## src/urlpd_pkg.sv

```systemverilog
// Shared types and constants for the URL percent decoder.
`default_nettype none

package urlpd_pkg;

    // Byte codes that the decoder recognizes or produces.
    localparam logic [7:0] CHAR_PCT   = 8'h25;
    localparam logic [7:0] CHAR_PLUS  = 8'h2B;
    localparam logic [7:0] CHAR_SPACE = 8'h20;
    localparam logic [7:0] CHAR_SLASH = 8'h2F;
    localparam logic [7:0] CHAR_TWO   = 8'h32;
    localparam logic [7:0] CHAR_UPPER_F = 8'h46;

    // Most decoded bytes that one input item can cause.
    localparam int MAX_RESULTS = 3;
    localparam int CNT_W       = $clog2(MAX_RESULTS + 1);

    // Depth of the queue between the front and back parts.
    localparam int QUEUE_DEPTH = 4;
    localparam int QPTR_W      = $clog2(QUEUE_DEPTH);
    localparam int QCNT_W      = $clog2(QUEUE_DEPTH + 1);

    // Configuration register indexes.
    typedef enum logic
    {
        REG_PLUS_AS_SPACE  = 1'b0,
        REG_KEEP_SLASH     = 1'b1
    } reg_index_t;

    // Escape tracking state.
    typedef enum logic [1:0]
    {
        PH_IDLE = 2'd0,
        PH_PCT  = 2'd1,
        PH_HEX1 = 2'd2
    } phase_t;

    // Decoded bytes produced by one input item.
    typedef struct packed
    {
        logic [MAX_RESULTS-1:0][7:0] bytes;
        logic [CNT_W-1:0]            count;
        logic                        last;
    } bundle_t;

endpackage

`default_nettype wire

```

## src/urlpd_front.sv

```systemverilog
// Front part: accepts input items, tracks escapes and builds result bundles.
`default_nettype none

module urlpd_front
(
    input  wire logic              clk,
    input  wire logic              rst_n,
    input  wire logic              cfg_we,
    input  wire logic              cfg_index,
    input  wire logic              cfg_data,
    input  wire logic              in_valid,
    input  wire logic [7:0]        in_byte,
    input  wire logic              in_last,
    input  wire logic              queue_full,
    output logic                   in_ready,
    output logic                   push,
    output urlpd_pkg::bundle_t     push_data
);
    import urlpd_pkg::*;

    typedef struct packed
    {
        logic       valid;
        logic [3:0] value;
    } hex_t;

    logic    plus_as_space_reg;
    logic    keep_slash_reg;
    phase_t  phase_reg;
    phase_t  phase_next;
    phase_t  phase_mid;
    logic [7:0] held_reg;
    logic [7:0] held_next;
    logic [7:0] held_mid;
    logic    accept;
    hex_t    cur_hex;
    hex_t    held_hex;
    logic [7:0] decoded;
    logic    is_pct;
    bundle_t bundle;

    // Classify a byte as a hex digit of either case.
    function automatic hex_t hex_value(input logic [7:0] b);
        hex_t h;
        h.valid = 1'b0;
        h.value = 4'd0;
        if (b >= 8'h30 && b <= 8'h39)
        begin
            h.valid = 1'b1;
            h.value = 4'(b - 8'h30);
        end
        else if (b >= 8'h41 && b <= 8'h46)
        begin
            h.valid = 1'b1;
            h.value = 4'(b - 8'h37);
        end
        else if (b >= 8'h61 && b <= 8'h66)
        begin
            h.valid = 1'b1;
            h.value = 4'(b - 8'h57);
        end
        return h;
    endfunction

    // Append one byte to a bundle.
    function automatic bundle_t add_byte(input bundle_t bd, input logic [7:0] v);
        bundle_t r;
        r = bd;
        r.bytes[r.count] = v;
        r.count = r.count + CNT_W'(1);
        return r;
    endfunction

    assign in_ready = !queue_full;
    assign accept   = in_valid && in_ready;
    assign cur_hex  = hex_value(in_byte);
    assign held_hex = hex_value(held_reg);
    assign decoded  = {held_hex.value, cur_hex.value};
    assign is_pct   = (in_byte == CHAR_PCT);

    // Configuration registers.
    always_ff @(posedge clk or negedge rst_n)
    begin
        if (!rst_n)
        begin
            plus_as_space_reg <= 1'b0;
            keep_slash_reg    <= 1'b1;
        end
        else if (cfg_we)
        begin
            case (reg_index_t'(cfg_index))
                REG_PLUS_AS_SPACE: plus_as_space_reg <= cfg_data;
                REG_KEEP_SLASH:    keep_slash_reg    <= cfg_data;
                default:           ;
            endcase
        end
    end

    // Escape state after the current byte, before any end-of-string flush.
    always_comb
    begin
        phase_mid = PH_IDLE;
        held_mid  = held_reg;
        unique case (phase_reg)
            PH_PCT:
            begin
                if (cur_hex.valid)
                begin
                    phase_mid = PH_HEX1;
                    held_mid  = in_byte;
                end
                else
                begin
                    phase_mid = is_pct ? PH_PCT : PH_IDLE;
                end
            end
            PH_HEX1:
            begin
                held_mid  = 8'h00;
                phase_mid = (!cur_hex.valid && is_pct) ? PH_PCT : PH_IDLE;
            end
            default:
            begin
                phase_mid = is_pct ? PH_PCT : PH_IDLE;
            end
        endcase
    end

    // Next state: the end of a string returns to idle.
    always_comb
    begin
        phase_next = phase_reg;
        held_next  = held_reg;
        if (accept)
        begin
            phase_next = in_last ? PH_IDLE : phase_mid;
            held_next  = in_last ? 8'h00 : held_mid;
        end
    end

    always_ff @(posedge clk or negedge rst_n)
    begin
        if (!rst_n)
        begin
            phase_reg <= PH_IDLE;
            held_reg  <= 8'h00;
        end
        else
        begin
            phase_reg <= phase_next;
            held_reg  <= held_next;
        end
    end

    // Result bytes of the current item.
    always_comb
    begin
        bundle = '0;
        unique case (phase_reg)
            PH_PCT:
            begin
                if (!cur_hex.valid)
                begin
                    bundle = add_byte(bundle, CHAR_PCT);
                end
            end
            PH_HEX1:
            begin
                if (cur_hex.valid)
                begin
                    if (keep_slash_reg && decoded == CHAR_SLASH)
                    begin
                        bundle = add_byte(bundle, CHAR_PCT);
                        bundle = add_byte(bundle, CHAR_TWO);
                        bundle = add_byte(bundle, CHAR_UPPER_F);
                    end
                    else
                    begin
                        bundle = add_byte(bundle, decoded);
                    end
                end
                else
                begin
                    bundle = add_byte(bundle, CHAR_PCT);
                    bundle = add_byte(bundle, held_reg);
                end
            end
            default:
            begin
            end
        endcase

        // The current byte as plain input, when no escape consumed it.
        if ((phase_reg != PH_PCT && phase_reg != PH_HEX1) || !cur_hex.valid)
        begin
            if (plus_as_space_reg && in_byte == CHAR_PLUS)
            begin
                bundle = add_byte(bundle, CHAR_SPACE);
            end
            else if (!is_pct)
            begin
                bundle = add_byte(bundle, in_byte);
            end
        end

        // Flush a pending escape at the end of a string.
        if (in_last)
        begin
            if (phase_mid == PH_PCT)
            begin
                bundle = add_byte(bundle, CHAR_PCT);
            end
            else if (phase_mid == PH_HEX1)
            begin
                bundle = add_byte(bundle, CHAR_PCT);
                bundle = add_byte(bundle, held_mid);
            end
        end
        bundle.last = in_last;
    end

    assign push      = accept && (bundle.count != '0);
    assign push_data = bundle;

endmodule

`default_nettype wire

```

## src/urlpd_queue.sv

```systemverilog
// Short queue of result bundles between the front and back parts.
`default_nettype none

module urlpd_queue
(
    input  wire logic               clk,
    input  wire logic               rst_n,
    input  wire logic               push,
    input  wire urlpd_pkg::bundle_t push_data,
    input  wire logic               pop,
    output logic                    full,
    output logic                    empty,
    output urlpd_pkg::bundle_t      head
);
    import urlpd_pkg::*;

    bundle_t             entry_reg [QUEUE_DEPTH];
    logic [QPTR_W-1:0]   wr_ptr_reg;
    logic [QPTR_W-1:0]   rd_ptr_reg;
    logic [QCNT_W-1:0]   count_reg;

    assign full  = (count_reg == QCNT_W'(QUEUE_DEPTH));
    assign empty = (count_reg == '0);
    assign head  = entry_reg[rd_ptr_reg];

    // Entry storage.
    always_ff @(posedge clk)
    begin
        if (push)
        begin
            entry_reg[wr_ptr_reg] <= push_data;
        end
    end

    // Pointers and fill count.
    always_ff @(posedge clk or negedge rst_n)
    begin
        if (!rst_n)
        begin
            wr_ptr_reg <= '0;
            rd_ptr_reg <= '0;
            count_reg  <= '0;
        end
        else
        begin
            if (push)
            begin
                wr_ptr_reg <= wr_ptr_reg + QPTR_W'(1);
            end
            if (pop)
            begin
                rd_ptr_reg <= rd_ptr_reg + QPTR_W'(1);
            end
            if (push && !pop)
            begin
                count_reg <= count_reg + QCNT_W'(1);
            end
            else if (pop && !push)
            begin
                count_reg <= count_reg - QCNT_W'(1);
            end
        end
    end

endmodule

`default_nettype wire

```

## src/urlpd_back.sv

```systemverilog
// Back part: sends bundle bytes one per cycle, unless stalled, via an output register.
`default_nettype none

module urlpd_back
(
    input  wire logic               clk,
    input  wire logic               rst_n,
    input  wire logic               empty,
    input  wire urlpd_pkg::bundle_t head,
    output logic                    pop,
    output logic                    out_valid,
    output logic [7:0]              out_byte,
    output logic                    out_last,
    input  wire logic               out_ready
);
    import urlpd_pkg::*;

    logic [CNT_W-1:0] sel_reg;
    logic             valid_reg;
    logic [7:0]       byte_reg;
    logic             last_reg;
    logic             load;
    logic             final_byte;

    assign load       = !empty && (!valid_reg || out_ready);
    assign final_byte = (sel_reg == head.count - CNT_W'(1));
    assign pop        = load && final_byte;

    // Byte selection within the head bundle.
    always_ff @(posedge clk or negedge rst_n)
    begin
        if (!rst_n)
        begin
            sel_reg   <= '0;
            valid_reg <= 1'b0;
        end
        else
        begin
            if (load)
            begin
                sel_reg   <= final_byte ? '0 : sel_reg + CNT_W'(1);
                valid_reg <= 1'b1;
            end
            else if (out_ready)
            begin
                valid_reg <= 1'b0;
            end
        end
    end

    // Output payload register.
    always_ff @(posedge clk)
    begin
        if (load)
        begin
            byte_reg <= head.bytes[sel_reg];
            last_reg <= head.last && final_byte;
        end
    end

    assign out_valid = valid_reg;
    assign out_byte  = byte_reg;
    assign out_last  = last_reg;

endmodule

`default_nettype wire

```

## src/url_percent_decoder.sv

```systemverilog
// Top level of the streaming URL percent decoder.
//
// Input items arrive on the s_axis group, one encoded byte each, with tlast
// marking the final byte of a string. Decoded bytes leave on the m_axis group,
// one per item, with tlast on the final decoded byte of a string.
// Two registers are written through cfg_we/cfg_index/cfg_data; the user is
// to write them only while idle, which the block does not enforce: index 0
// plus_as_space (reset 0), index 1 keep_encoded_slash (reset 1). The front
// part takes one input item per cycle while the queue is not full and builds
// zero to three result bytes for it; a four-entry queue holds those bundles
// and the back part sends one byte per cycle from its output register while
// the receiver is ready. A byte accepted at the input is written into the
// queue, then loaded into the output register that drives m_axis_tvalid.
// The output port, at one byte per cycle, sets the sustained rate; plain
// text, one output byte per item, runs at one item per cycle. When the
// receiver stalls, the output register holds its item, the queue fills and
// s_axis_tready falls once it is full. Reset empties the queue and output
// register and clears any pending escape.
`default_nettype none

module url_percent_decoder
(
    input  wire logic       clk,
    input  wire logic       rst_n,
    input  wire logic       cfg_we,
    input  wire logic       cfg_index,
    input  wire logic       cfg_data,
    input  wire logic       s_axis_tvalid,
    output logic            s_axis_tready,
    input  wire logic [7:0] s_axis_tdata,   // [7:0] in_byte
    input  wire logic       s_axis_tlast,
    output logic            m_axis_tvalid,
    input  wire logic       m_axis_tready,
    output logic [7:0]      m_axis_tdata,   // [7:0] out_byte
    output logic            m_axis_tlast
);
    import urlpd_pkg::*;

    logic    push;
    logic    pop;
    logic    full;
    logic    empty;
    bundle_t push_data;
    bundle_t head;

    // Escape tracking and bundle building.
    urlpd_front u_front
    (
        .clk        (clk),
        .rst_n      (rst_n),
        .cfg_we     (cfg_we),
        .cfg_index  (cfg_index),
        .cfg_data   (cfg_data),
        .in_valid   (s_axis_tvalid),
        .in_byte    (s_axis_tdata),
        .in_last    (s_axis_tlast),
        .queue_full (full),
        .in_ready   (s_axis_tready),
        .push       (push),
        .push_data  (push_data)
    );

    // Bundle queue between the two parts.
    urlpd_queue u_queue
    (
        .clk       (clk),
        .rst_n     (rst_n),
        .push      (push),
        .push_data (push_data),
        .pop       (pop),
        .full      (full),
        .empty     (empty),
        .head      (head)
    );

    // Byte serializer and output register.
    urlpd_back u_back
    (
        .clk       (clk),
        .rst_n     (rst_n),
        .empty     (empty),
        .head      (head),
        .pop       (pop),
        .out_valid (m_axis_tvalid),
        .out_byte  (m_axis_tdata),
        .out_last  (m_axis_tlast),
        .out_ready (m_axis_tready)
    );

endmodule

`default_nettype wire

```

## config.mk

```make
export PLATFORM = sky130hd
export DESIGN_NAME = url_percent_decoder
export DESIGN_NICKNAME = d
export VERILOG_FILES = /design/src/urlpd_pkg.sv /design/src/urlpd_front.sv /design/src/urlpd_queue.sv /design/src/urlpd_back.sv /design/src/url_percent_decoder.sv
export SDC_FILE = /design/constraint.sdc
export NUM_CORES = 1
export LEC_CHECK = 0
export BUFFER_PORTS_ARGS = -buffer_cell sky130_fd_sc_hd__buf_2
export CORE_AREA = 8 8 164 166
export DETAILED_ROUTE_END_ITERATION = 10
export DIE_AREA = 0 0 172 174
export GPL_TIMING_DRIVEN = 0
export PLACE_DENSITY = 0.4
export SLEW_MARGIN = 40
export SYNTH_ARGS = -nofsm -noshare
export SYNTH_HDL_FRONTEND = slang
export SYNTH_SLANG_ARGS = --single-unit
export TNS_END_PERCENT = 20
```

## constraint.sdc

```tcl
create_clock -name clk -period 10.9 [get_ports clk]
set_input_delay 0.545 -clock clk [delete_from_list [all_inputs] [get_ports clk]]
set_output_delay 0.545 -clock clk [all_outputs]
set_load 0.05 [all_outputs]
```

==> reports/results.txt, run 1 <==
Outcome: finished, final reports clean
Yosys reg bits: 139
Post-layout min period: 6010 ps
Reg power frac: 38.9%
CTS Sinks: 139
Via count: 4958
Antenna-violating nets left: 0
Die Ht: 174 um
Static leakage: 2.95 nW
Sequential fraction of the synthesis area: 56.9%
Sw power: 0.000634 W
Synth warn: 0
ANT cells: 0
Fin crit share: 55.1%
Vias in the first global route: 5096
First-pass GRT wire length: 32400 um
Die Wd: 172 um
Mean Syn Cell Area: 12.9 sq um
Die area: 29900 sq um
Slew Limit Fails: 0
Post-synthesis cell type count: 73
Gr usage total: 14.7%
Max Cap Viol: 0
Gpl congestion: 0.883
Placed insts: 909
Post-Syn Nets: 593
Post-route DRC: 0
IO Pins: 27
Number of iterations in the first detailed-routing pass: 5
Worst EP required: 11240 ps
Worst Max-Slew Pin Slew: 837 ps
Num CTS Buffers: 17
Post-Layout Cell Count: 941
Max_slew headroom: 44.2%
Area grow syn2layout: 16.7%
Layout cell share with drive strength beyond 1: 18.5%
Standard-cell rows: 58
Initial detailed-routing violation count: 365
Type of the worst min-delay path: primary input to asynchronous set/reset pin
Synthesized area: 7140 sq um
Mapped Cells: 554
Clock slew at reported path FFs: 70 ps
Setup bufs post-CTS: 0
Pwr Total: 0.00194 W
Clk buf depth: 2
Post-DR wirelength/cell: 22.6 um
Final setup TNS: 0 ps
R2r endpoint: u_queue.count_reg[2]$_DFFE_PN0P_
Post-CTS sizing: 0
RSZ-0062 raised after global routing: false
Ys flop type: edfxtp_1
CP Launch Type: flip-flop
Final Hold Violating Endpoints: 0
Core area: 24500 sq um
FF-to-FF path depth: 24
Async set or reset register ratio after synthesis: 15.8%
Synth area leader: edfxtp_1
Final setup violation count: 0
Skew-Pair Late Insertion Delay: 420 ps
Yosys top cell area share: 49.2%
Cell Pwr Density: 233 nW/um^2
CTS H-tree depth: 4
Nets@finish: 637
Worst Path Arrival: 6340 ps
R2R Setup Slk: 4890 ps
Switching Share: 32.7%
Post-synth EDFFs: 117
Logic pwr share: 29.6%
Largest net degree at the start of global routing: 28
TritonCTS clock tree: yes
FF-to-FF Start: u_front.held_reg[0]$_DFFE_PN0P_
Worst Path Max Fanout: 10
Vias/cell: 5.27
Peak VDD IR: 0.000115 V
Clock power share: 31.6%
CP Class: flip-flop to flip-flop
Final wirelength: 21300 um
Global route overflow: 0
Post-CTS Hold Buffers: 0
Initial Utilization: 29.1%
Initial antenna violation count: 0
Max Fclk: 0.166 GHz
Largest register FFs: 108
Worst Clk Skew: 16.2 ps
# port buffers: 25
Post-detail-place hpwl: 15100 um
Root buffer cell: clkbuf_16
Synth area leaders: edfxtp_1 49%, mux4_2 8.5%, dfrtp_1 7.4%
Worst hold slack: 105 ps
Int Pwr: 0.00130 W
Crit. End Element: flip-flop
## per-stage QoR
step	instance area [sq um]	util, %	setup WS, ps
floorplan	7140	-	5860
detailed placement	7700	31.4	4600
global route	8340	34.0	4490
finish	8340	34.0	4890
global placement	7680	31.3	4000
CTS	8330	33.9	4910
## cells by family after synthesis
| group | share of synthesized area [%] |
|---|---|
| AND/OR/NAND/NOR | 10.6 |
| flip-flops | 56.9 |
| AO/OA/AOI/OAI | 12.6 |
| buffers and inverters | 3.42 |
| multiplexers | 10.9 |
| adder cells (fa/ha/maj) | 4.13 |
| XOR/XNOR | 1.35 |
## placed cells by master (no fill, tap or decap), drive strengths merged, types with 21 or more instances in the layout
cell,Yosys,final
mux4,27,27
nand2,41,41
dfrtp,21,21
edfxtp,117,117
clkbuf,17,35
inv,37,44
nor2,27,27
buf,8,32
o21ai,35,35
a21oi,28,28
ha,22,22
## synthesized netlist by cell type (all sizes together) (6+ instances only)
| cell type | n |
|---|---|
| xnor2 | 9 |
| nand4 | 6 |
| mux4 | 27 |
| nor2 | 27 |
| and2 | 9 |
| dfrtp | 21 |
| nor2b | 9 |
| o21ai | 35 |
| nand3 | 15 |
| a22o | 7 |
| ha | 22 |
| clkbuf | 17 |
| nor3 | 7 |
| edfxtp | 117 |
| nand2 | 41 |
| a21oi | 28 |
| o22ai | 15 |
| buf | 8 |
| inv | 37 |
| mux2i | 11 |
## worst max-delay path by stage
stage	startpoint	to	depth (start not counted)
6_report	u_front.held_reg[0]$_DFFE_PN0P_	u_queue.count_reg[2]$_DFFE_PN0P_	24
5_1_grt	u_front.held_reg[0]$_DFFE_PN0P_	u_queue.count_reg[2]$_DFFE_PN0P_	24
4_1_cts	u_front.held_reg[0]$_DFFE_PN0P_	u_queue.count_reg[2]$_DFFE_PN0P_	24
3_5_place_dp	s_axis_tdata[1]	u_queue.count_reg[2]$_DFFE_PN0P_	25
3_3_place_gp	s_axis_tdata[1]	u_queue.entry_reg[0][13]$_DFFE_PP_	20
2_1_floorplan	s_axis_tdata[1]	u_queue.entry_reg[0][0]$_DFFE_PP_	19
## critical path, cell delays in order, from the launching register on
cell	delay (ps)
dfrtp_1	400
clkbuf_1	300
inv_1	170
ha_1	180
nor2_1	60
or3_1	370
and4_1	230
o311a_1	430
a21oi_1	360
nand2b_1	210
ha_1	260
o221ai_1	260
and2_1	230
ha_1	160
clkbuf_1	350
nor4_1	100
a21oi_1	200
nand4_1	230
a31oi_4	330
ha_1	230
inv_1	60
fa_1	370
xor2_1	170
nor2_1	110
xor2_1	150
## routing by layer
metal | global-route usage [%] | share of wire (%) | vias up
met5 | 0 | 0 | -
met4 | 4.99 | 2.0 | 0
met3 | 2.38 | 3.9 | 26
met2 | 24.3 | 49 | 144
met1 | 19.1 | 45 | 2558
li1 | - | - | 2230
## cell type report
class	count	area, sq um
Inverter	37	139
Sequential cell	139	4070
Timing Repair Buffer	25	125
Buffer	25	108
Fill cell	2493	16200
Tap cell	330	413
Clock buffer	17	425
Multi-Input combinational cell	353	2860
Clock inverter	15	205
## power groups by stage
stage | registers, W | logic [W] | clock network (W)
finish | 0.000754 | 0.000573 | 0.000612
global route | 0.000767 | 0.000628 | 0.000644
CTS | 0.000756 | 0.000592 | 0.000624
detailed placement | 0.000767 | 0.000591 | 0
global placement | 0.000765 | 0.000581 | 0
floorplan | 0.000824 | 0.000351 | 0
No activity file was read; power rests on OpenSTA's default activity.
==> run 2: changes to the inputs <==
- ABC_AREA: default -> 1
- CORE_AREA: 8 8 164 166 -> 8 8 163 165
- DIE_AREA: 0 0 172 174 -> 0 0 171 173
- clock period: 10.9 -> 5.63 ns (I/O delays scaled with it)
==> run 2 against run 1 <==
Effect of this change:
- hold slack worse by 69 ps
- cell count is 18% higher
- design area is 0.42% higher
- highest routed layer unchanged
- non-clock buffer count is 3 higher
- maximum frequency is 18% higher
- die area is 1.2% lower
- synthesized cell count is 31% higher
- clock skew is 3.9 ps lower
- largest cell class unchanged
- via count is 10% higher
==> reports/results.txt, run 2 <==
Outcome: finished, final reports clean
Post-detail-place hpwl: 16900 um (+12%)
Logic pwr share: 34.7% (+5.1 points)
Yosys reg bits: 139 (unchanged)
Worst Max-Slew Pin Slew: 786 ps (-51.0 ps)
Final setup violation count: 0 (unchanged)
Yosys top cell area share: 49.4% (+0.20 points)
Async set or reset register ratio after synthesis: 15.8% (unchanged)
Worst EP required: 5920 ps (-5320 ps)
Int Pwr: 0.00242 W (+85%)
CP Launch Type: flip-flop
Synthesized area: 7110 sq um (-0.40%)
Synth area leader: edfxtp_1
Peak VDD IR: 0.000195 V (+69%)
RSZ-0062 raised after global routing: false
Initial antenna violation count: 0 (unchanged)
Max Cap Viol: 0 (unchanged)
Die Ht: 173 um (-0.57%)
Core area: 24000 sq um (-2.3%)
Mean Syn Cell Area: 9.80 sq um (-24%)
Area after DPL: 7790 sq um (+1.2%)
Most common cell on crit path: nand2_1
Vias in the first global route: 5558 (+9.1%)
Post-route DRC: 0 (unchanged)
IO Pins: 27 (unchanged)
ANT cells: 0 (unchanged)
Clock slew at reported path FFs: 60 ps (about the same)
Commonest non-fill, non-tap cell in the layout: edfxtp_1
Final wirelength: 22400 um (+4.9%)
# port buffers: 25 (unchanged)
Final setup TNS: 0 ps (unchanged)
Switching Share: 37.6% (+5.0 points)
Worst Path Max Fanout: 8 (-2)
Die Wd: 171 um (-0.58%)
Vias/cell: 4.90 (-7.0%)
Finished Cell Area: 8370 sq um (+0.42%)
Commonest cells post-synth: 117 x edfxtp_1, 110 x nand2_1, 90 x nor2_1, 89 x inv_1, 79 x o21ai_0
Root buffer cell: clkbuf_16
Critical path's top delay family: simple AND/OR/NAND/NOR gates
Area grow syn2layout: 17.7%
Initial Utilization: 29.7% (+0.57 points)
CTS H-tree depth: 4 (unchanged)
Post-Syn Nets: 765 (+29%)
Crit. End Element: flip-flop
Fin crit share: 90.7% (+36 points)
Cell Pwr Density: 463 nW/um^2 (+99%)
Sequential fraction of the synthesis area: 57.1% (+0.23 points)
Placed insts: 1080 (+19%)
Static leakage: 3.22 nW (+8.9%)
Post-DR wirelength/cell: 20.1 um (-11%)
Clock power share: 28.2% (-3.4 points)
Largest net degree at the start of global routing: 23 (-18%)
Synth area leaders: edfxtp_1 49%, dfrtp_1 7.4%, nand2_1 5.8%
Post-synth EDFFs: 117 (unchanged)
Sw power: 0.00146 W (+130%)
Crit path buf inv count: 7 (+3)
Type of the worst min-delay path: primary input to flip-flop
Num CTS Buffers: 17 (unchanged)
Number of iterations in the first detailed-routing pass: 5 (unchanged)
Standard-cell rows: 57 (-1.7%)
Gpl congestion: 0.905 (+2.5%)
Reg power frac: 37.1% (-1.8 points)
TritonCTS clock tree: yes
Final Hold Violating Endpoints: 0 (unchanged)
Post-Layout Cell Count: 1113 (+18%)
Max Fclk: 0.196 GHz (+18%)
Mapped Cells: 726 (+31%)
Post-synthesis cell type count: 49 (-33%)
Post-CTS sizing: 0 (unchanged)
Commonest non-fill, non-tap cells in the layout: 117 x edfxtp_1, 110 x nand2_1, 89 x inv_1
Antenna-violating nets left: 0 (unchanged)
Gr usage total: 15.3% (+0.63 points)
Global route overflow: 0 (unchanged)
CP Class: flip-flop to flip-flop
Clk buf depth: 2 (unchanged)
Most common cell in the netlist: edfxtp_1
Post-layout min period: 5110 ps (-902 ps)
Synth warn: 0 (unchanged)
Ys flop type: edfxtp_1
Initial detailed-routing violation count: 368 (+0.82%)
Worst Path Arrival: 5390 ps (-950 ps)
Slew Limit Fails: 0 (unchanged)
CTS Sinks: 139 (unchanged)
Via count: 5455 (+10%)
Die area: 29600 sq um (-1.2%)
Slowest cell on crit path: dfrtp_1
Post-place setup slack: 541 ps (-4050 ps)
First-pass GRT wire length: 33900 um (+4.6%)
Worst Clk Skew: 12.3 ps (-3.86 ps)
Final Util: 34.9% (+0.95 points)
Max_slew headroom: 47.4% (+3.2 points)
Final setup margin: 525 ps (-4370 ps)
CP max stage delay: 500 ps (+70 ps)
Nets@finish: 815 (+28%)
Layout cell share with drive strength beyond 1: 12.4% (-6.1 points)
Skew-Pair Late Insertion Delay: 410 ps (about the same)
Largest register FFs: 108 (unchanged)
-- run 2: cell types whose count changed after synthesis, sizes merged, moves of 9 or more --
cell | before | now
nor2b | 9 | 0
nand3 | 15 | 37
mux2i | 11 | 0
a21oi | 28 | 15
o22ai | 15 | 33
o21ai | 35 | 83
o211ai | 2 | 11
nand2 | 41 | 117
mux4 | 27 | 0
inv | 37 | 97
o221ai | 1 | 15
nor2 | 27 | 93
-- run 2: kinds of logic (layout without fill, tap and decap cells) --
kind of cell	after synthesis	after routing	share of synthesized area (%)
AND/OR/NAND/NOR	256	256	15.1
adder cells (fa/ha/maj)	23	23	4.15
XOR/XNOR	9	9	1.48
buffers and inverters	121	184	6.52
AO/OA/AOI/OAI	178	178	15.6
flip-flops	139	139	57.1
-- run 2: final timing paths --
check	from	end	slack (ps)	cells past startpoint
min in group asynchronous	rst_n	u_front.held_reg[2]$_DFFE_PN0P_	400	2
max reg2reg	u_front.held_reg[1]$_DFFE_PN0P_	u_queue.count_reg[2]$_DFFE_PN0P_	520	33
min reg2reg	u_queue.wr_ptr_reg[0]$_DFFE_PN0P_	u_queue.wr_ptr_reg[0]$_DFFE_PN0P_	530	2
min	cfg_index	u_front.keep_slash_reg$_DFFE_PN1P_	40	2
max in group asynchronous	rst_n	u_back.out_valid$_DFFE_PN0P_	4830	2
max	u_front.held_reg[1]$_DFFE_PN0P_	u_queue.count_reg[2]$_DFFE_PN0P_	520	33
-- run 2: timing repair --
item / 4_1_cts / 5_1_grt
endpoints found under the hold margin: 21 / 0
hold buffers: 1 / 0
buffers inserted: 0 / 0
-- run 2: final cells by class --
| class | count | area [sq um] |
|---|---|---|
| fillers | 2471 | 15600 |
| flip-flops and latches | 139 | 4070 |
| multi-input cells | 466 | 2620 |
| clock buffers | 17 | 425 |
| well taps | 324 | 405 |
| inverters | 99 | 374 |
| repair buffers | 31 | 240 |
| clock inverters | 15 | 149 |
| plain buffers | 22 | 90.1 |
-- run 2: power groups by stage --
stage | Combinational (W) | Clock [W] | Sequential (W)
after global routing | 0.00149 | 0.00115 | 0.00146
after global placement | 0.00131 | 0 | 0.00147
after floorplan | 0.000740 | 0 | 0.00159
after CTS | 0.00139 | 0.00111 | 0.00144
after detailed placement | 0.00138 | 0 | 0.00146
final | 0.00135 | 0.00109 | 0.00144
-- run 2: metrics by stage --
stage	hold WS [ps]	total power [W]
2_1_floorplan	-14.1	0.00233
3_3_place_gp	325	0.00278
3_5_place_dp	340	0.00284
4_1_cts	22.7	0.00394
5_1_grt	29.7	0.00410
6_report	36.1	0.00388
-- run 2: per-layer routing --
| layer | global-route usage (%) | share of wire, % |
|---|---|---|
| met1 | 19.1 | 44 |
| met2 | 25.5 | 49 |
| met3 | 2.32 | 3.0 |
| met4 | 7.32 | 3.4 |
| met5 | 0 | 0 |
